`src/rtl/qrs_pkg.sv`:
```
// ----------------------------------------------------------------------------
// qrs_pkg
// Shared widths and types for the quadratic root solver pipeline.
// ----------------------------------------------------------------------------
package qrs_pkg;

    localparam int COEF_W    = 32;
    localparam int DISC_W    = 68;   // b*b + 4|ac| stays below 2^67
    localparam int ROOT_W    = 34;   // floor sqrt of the discriminant
    localparam int SQREM_W   = 37;
    localparam int SQ_STAGES = 17;   // two root bits per stage
    localparam int FRONT_ST  = 3;
    localparam int NUM_W     = 35;   // magnitude of -b +/- sqrt(D)
    localparam int DIVS_W    = 33;   // 2|a|
    localparam int DVREM_W   = 34;

    typedef struct packed {
        logic                has;
        logic                aneg;
        logic [COEF_W-1:0]   amag;
        logic                bneg;
        logic [COEF_W-1:0]   bmag;
    } qrs_side_t;

    typedef struct packed {
        logic [DISC_W-1:0]   disc;
        qrs_side_t           side;
    } qrs_front_t;

endpackage

```
`src/rtl/qrs_sqrt.sv`:
```
// ----------------------------------------------------------------------------
// qrs_sqrt
// Pipelined digit-by-digit floor square root, two root bits per stage.
// ----------------------------------------------------------------------------
module qrs_sqrt
    import qrs_pkg::*;
(
    input  logic              clk,
    input  logic              en,
    input  qrs_front_t        din,
    output logic [ROOT_W-1:0] root,
    output qrs_side_t         side
);

    logic [SQREM_W-1:0] rem_reg  [SQ_STAGES];
    logic [ROOT_W-1:0]  root_reg [SQ_STAGES];
    logic [DISC_W-1:0]  d_reg    [SQ_STAGES];
    qrs_side_t          side_reg [SQ_STAGES];

    for (genvar s = 0; s < SQ_STAGES; s++)
    begin : g_st
        logic [SQREM_W-1:0] r_in, r_next;
        logic [ROOT_W-1:0]  q_in, q_next;
        logic [DISC_W-1:0]  d_in, d_next;
        qrs_side_t          sd_in;
        logic [SQREM_W-1:0] trial;

        if (s == 0)
        begin : g_src0
            assign r_in  = '0;
            assign q_in  = '0;
            assign d_in  = din.disc;
            assign sd_in = din.side;
        end
        else
        begin : g_srcn
            assign r_in  = rem_reg[s-1];
            assign q_in  = root_reg[s-1];
            assign d_in  = d_reg[s-1];
            assign sd_in = side_reg[s-1];
        end

        always_comb
        begin
            r_next = r_in;
            q_next = q_in;
            d_next = d_in;
            trial  = '0;
            for (int i = 0; i < 2; i++)
            begin
                r_next = {r_next[SQREM_W-3:0], d_next[DISC_W-1:DISC_W-2]};
                d_next = {d_next[DISC_W-3:0], 2'b00};
                trial  = {1'b0, q_next, 2'b01};
                if (r_next >= trial)
                begin
                    r_next = r_next - trial;
                    q_next = {q_next[ROOT_W-2:0], 1'b1};
                end
                else
                begin
                    q_next = {q_next[ROOT_W-2:0], 1'b0};
                end
            end
        end

        always_ff @(posedge clk)
        begin
            if (en)
            begin
                rem_reg[s]  <= r_next;
                root_reg[s] <= q_next;
                d_reg[s]    <= d_next;
                side_reg[s] <= sd_in;
            end
        end
    end

    assign root = root_reg[SQ_STAGES-1];
    assign side = side_reg[SQ_STAGES-1];

endmodule

```
`config.mk`:
```
export PLATFORM = sky130hd
export DESIGN_NAME = qrs_sqrt
export DESIGN_NICKNAME = d
export VERILOG_FILES = /design/src/rtl/qrs_pkg.sv /design/src/rtl/qrs_sqrt.sv
export SDC_FILE = /design/constraint.sdc
export NUM_CORES = 2
export LEC_CHECK = 0
export BUFFER_PORTS_ARGS = -buffer_cell sky130_fd_sc_hd__buf_2
export CORE_ASPECT_RATIO = 2
export CORE_MARGIN = 8
export CORE_UTILIZATION = 50
export DETAILED_ROUTE_END_ITERATION = 8
export MAX_ROUTING_LAYER = met4
export PLACE_DENSITY = 0.73
export SLEW_MARGIN = 20
export SYNTH_ARGS = -nofsm -noshare
export SYNTH_HDL_FRONTEND = slang
export SYNTH_SLANG_ARGS = --single-unit
```
`constraint.sdc`:
```
create_clock -name clk -period 8.9 [get_ports clk]
set_input_delay 1.335 -clock clk [delete_from_list [all_inputs] [get_ports clk]]
set_output_delay 1.335 -clock clk [all_outputs]
set_load 0.02 [all_outputs]
```
## Word-level counts from Yosys, hierarchy flattened

Memory sizes are Yosys's and may differ from the RTL's.
Index checks and enable logic that the tools add are counted.

- Logic and storage cells: 142
- Memories kept: 4
- Register bits after elaboration: 0
- Bits in writable memories: 3434

- $add $sub $neg: 34
- Muxes and demuxes: 70
- Magnitude comparators: 34

Memories:

| memory | words | bits a word | rd ports | clocked after memory_dff | write ports | line | source |
|---|---|---|---|---|---|---|---|
| side_reg | 17 | 67 | 17 | 0 | 17 | qrs_sqrt.sv:18 | `qrs_side_t side_reg [SQ_STAGES];` |
| d_reg | 17 | 64 | 16 | 0 | 17 | qrs_sqrt.sv:17 | `logic [DISC_W-1:0] d_reg [SQ_STAGES];` |
| rem_reg | 17 | 37 | 16 | 0 | 17 | qrs_sqrt.sv:15 | `logic [SQREM_W-1:0] rem_reg [SQ_STAGES];` |
| root_reg | 17 | 34 | 17 | 0 | 17 | qrs_sqrt.sv:16 | `logic [ROOT_W-1:0] root_reg [SQ_STAGES];` |

Operators by type and width:

| cell | number |
|---|---|
| greater-or-equal comparator 37 x 36 -> 1 bit | 32 |
| 2-to-1 mux 37 bit | 17 |
| 2-to-1 mux 35 bit | 17 |
| subtractor 37 x 36 -> 37 bit | 16 |
| subtractor 35 bit | 16 |
| greater-or-equal comparator 37 x 3 -> 1 bit | 1 |
| subtractor 37 x 3 -> 37 bit | 1 |
| 2-to-1 mux 1 bit | 36 |
| subtractor 2 x 1 -> 3 bit, second input constant | 1 |
| greater-or-equal comparator 2 x 1 -> 1 bit, second input constant | 1 |

## Logic depth before layout (Yosys ltp)

An unclocked memory read counts as a cell.

- Depth in word-level cells: 5
- Mapped depth: 31
- Gate-level depth less buffers: 28

## Worst setup path before layout

No wires, ideal clock.

- Kind: reg2reg
- Start point: memory rem_reg[11][28] (netlist: rem_reg[0][435])
- End point: memory rem_reg[12][27] (netlist: rem_reg[0][471]) (data pin)
- Arrival: 6.099 ns
- Cell stages (with the launch flop): 27
- Setup slack: 2.547 ns
- Required time: 8.646 ns
- Buffers on the path: 6
- Path through: edfxtp_1 -> or3_1 -> or3_1 -> or4_1 -> a21o_1 -> or3_1 -> buf_2 -> inv_2 -> clkbuf_1 -> buf_1 -> nor2_1 -> nor2_1 -> ha_1 -> clkbuf_1 -> a21o_1 -> a21o_1 -> a221oi_1 -> o21ai_0 -> a221o_1 -> a21oi_1 -> a21oi_1 -> nor2b_1 -> and4_1 -> buf_1 -> clkbuf_1 -> nor3_1 -> a21o_1

RTL lines:

| element | line |
|---|---|
| start: declaration | qrs_sqrt.sv:15 |

==> out/metrics.csv <==
metric;value;unit
synthToLayoutAreaGrowth;10.5;%
ys_async_sr_fraction;0;%
port_buffers;237;
criticalPathCategory;reg2reg;
drive_gt1_share;9.64;%
wl_per_cell;23.9;um
ys_warn_count;0;
post-route-drc-count;0;
r2r-start;root_reg[0][306];
cp_slowest_stage_delay;0.70;ns
hold_class;reg2reg;
cp_cell_sequence;inv_1 > ha_1 > o21a_1 > or4_1 > a311o_1 > a31oi_1 > o21ai_0 > a21o_1 > buf_4 > inv_2 > o21ai_0 > ha_1 > nand4_1 > o21ai_0 > a21oi_1 > o41ai_1 > o211ai_1 > nor4b_1 > nor2b_4 > buf_4 > o21ai_0;
dp_hpwl;259000;um
clock_skew;0.112;ns
yosysSeqAreaShare;60.2;%
core;0.250;mm2
clk_latency;0.93;ns
whs;0.315;ns
gr-total-overflow;0;
grt_pass1_wl;495000;um
ctsResizeCount;0;
finalCritPeriodShare;91.7;%
die_y;726;um
min_period;8.16;ns
holdCritStartpoint;side_reg[0][417];
post_cts_buffers;0;
leakage;0.0527;uW
crit_fanout;36;
ctsLongestPathBuffers;4;
ant_nets;0;
fillCellCount;20700;
vdd_drop_max;197;uV
synth_area_leaders;edfxtp_1 60%, ha_1 6.2%, xnor2_1 3.9%;
startpoint_type;flip-flop;
root_buffer;clkbuf_16;
cp_slowest_cell;o41ai_1;
worstSetupEndpoint;rem_reg[0][381];
io_pins;238;
grt_use_total;24.8;%
drt_pre_antenna_iters;8;
synth.distinct_cells;118;
vias;82600;
r2r_slack;0.74;ns
rsz0062_at_grt;false;
largest_register_ffs;1139;
combPwrFrac;37.3;%
setup_viol;0;
timing.rr.end;rem_reg[0][381];
synth_cells;10200;
cp_data_required_time;9.43;ns
critPathLaunch;root_reg[0][306];
grt_pass1_vias;85800;
p_sw_share;35.4;%
start_util;50.3;%
numCtsBuffers;221;
drt_iter0_drc;4675;
slew_headroom;13.7;%
synth_common_cells;2525 x edfxtp_1, 752 x nor2_1, 715 x nand2_1;
seq_power_share;39.0;%
status;finished, final reports clean;
clock_sinks;2525;
synth_edf_count;2525;
die_w;371;um
switching_power;14500;uW
cpLargestDelayFamily;compound AO/OA/AOI/OAI gates;
cts_tree;yes;
ys_ff_latch;2525;
finalWirelength;337000;um
crit_top_cell;o21ai_0;
pwr-share-clk;23.7;%
end_kind;flip-flop;
synth_area_leader_cell;edfxtp_1;
syn_area_per_cell;12.3;um2
hold_buffers;0;
hold_viol_final;0;
gp_congestion;1.03;
die-area;0.269;mm2
vias_per_cell;5.87;
synthesis.area;0.126;mm2
critPathBufInv;4;
critical_path_depth;21;
r2r_cells;21;
p_int;26500;uW
clk_pin_slew_worst_paths;0.07;ns
grt_max_degree;215;
htree_levels;4;
rows;260;
finalSetupTns;0;ns
synth.most_common_cell;edfxtp_1;
cap_violations;0;
antenna_found_initial;8;
worstPathArrival;8.69;ns
power_density;295;mW/mm2
tightest_slew;1.28;ns
post-synth-top-area-fraction;60.2;%
slew_violations;0;
max_freq;123;MHz
nNetsFinal;11400;
synth_flop_cell;edfxtp_1;
## worst reg2reg max path, delay by kind of cell, from the launching register on
family | cells | cell delay, ns
flip-flops | 1 | 0.40
adder cells (fa/ha/maj) | 2 | 0.73
AO/OA/AOI/OAI | 11 | 4.26
buffers and inverters | 4 | 1.04
AND/OR/NAND/NOR | 4 | 1.41
## area by class of cell
type                            instances  area (um2)  area share [%]
Antenna cell                            3        7.51         0.00540
Clock buffer                          249        5660            4.07
Clock inverter                        154        1640            1.18
Inverter                              539        2030            1.46
Multi-Input combinational cell       6915       47000            33.8
Sequential cell                      2525       75800            54.5
Tap cell                             3275        4100            2.95
Timing Repair Buffer                  419        2770            1.99
## routing by layer
metal	global-route usage (%)	vias to the layer above	share of wire, %
met5	-	-	0
met4	22.6	0	11
met3	2.38	1280	2.9
met2	48.6	2317	56
met1	19.2	39800	29
li1	-	39200	-
## cells in the final DEF, fill, tap and decap left out, types with 53 or more instances in the layout
cell type	instances
buf_4	166
ha_1	627
nor2b_1	107
xor2_1	289
inv_1	525
o21ai_0	455
o21bai_1	72
clkbuf_16	222
or3_1	100
and2_1	60
nand4_1	136
a21o_1	321
nor2_1	752
a31oi_1	70
o211ai_1	53
nand3_1	201
and3_1	103
buf_2	236
nand2b_1	148
edfxtp_1	2525
nor4_1	113
o21a_1	123
a211oi_1	54
nand2_1	713
mux2_2	127
a21oi_1	712
o31ai_1	68
xnor2_1	559
nor3_1	216
## kinds of logic (layout without fill, tap and decap cells)
family	after synthesis	count (layout)	share of synthesized area [%]
and+or+nand+nor	2960	2960	11.9
AOI/OAI and AO/OA	2314	2314	11.8
muxes	161	161	1.43
buffers and inverters	798	1361	2.48
DFF	2525	2525	60.2
other	1	7	0.00298
adders and majority gates	627	627	6.23
xor gates and xnor gates	849	849	5.91
## power by group through the flow
stage / Combinational (uW) / Clock [uW] / Sequential [uW]
2_1_floorplan: 10800 / 0 / 15800
3_3_place_gp: 14800 / 0 / 16200
3_5_place_dp: 15000 / 0 / 16200
4_1_cts: 15100 / 10000 / 16000
5_1_grt: 16500 / 10400 / 16100
6_report: 15300 / 9740 / 16000
## worst min-delay path by stage
stage	end	slack (ns)	cells after the start
after floorplan	d_reg[0][100]	0.40	0
after global placement	d_reg[0][415]	0.40	0
after detailed placement	d_reg[0][103]	0.40	0
after CTS	side_reg[0][484]	0.29	0
after global routing	side_reg[0][484]	0.29	0
final	side_reg[0][484]	0.31	0
## stage by stage
step / power [uW] / setup WS [ns] / area (um2) / utilization (%) / cells
after global routing: 43000 / 0.615 / 139000 / 55.5 / 14100
final: 41000 / 0.739 / 139000 / 55.5 / 14100
after detailed placement: 31200 / 0.842 / 132000 / 52.6 / 13700
after floorplan: 26500 / 2.55 / 126000 / - / 10200
after global placement: 30900 / 0.876 / 132000 / 52.6 / 13700
after CTS: 41100 / 0.919 / 139000 / 55.5 / 14100
Note: power is estimated with default switching activity, not from simulation.
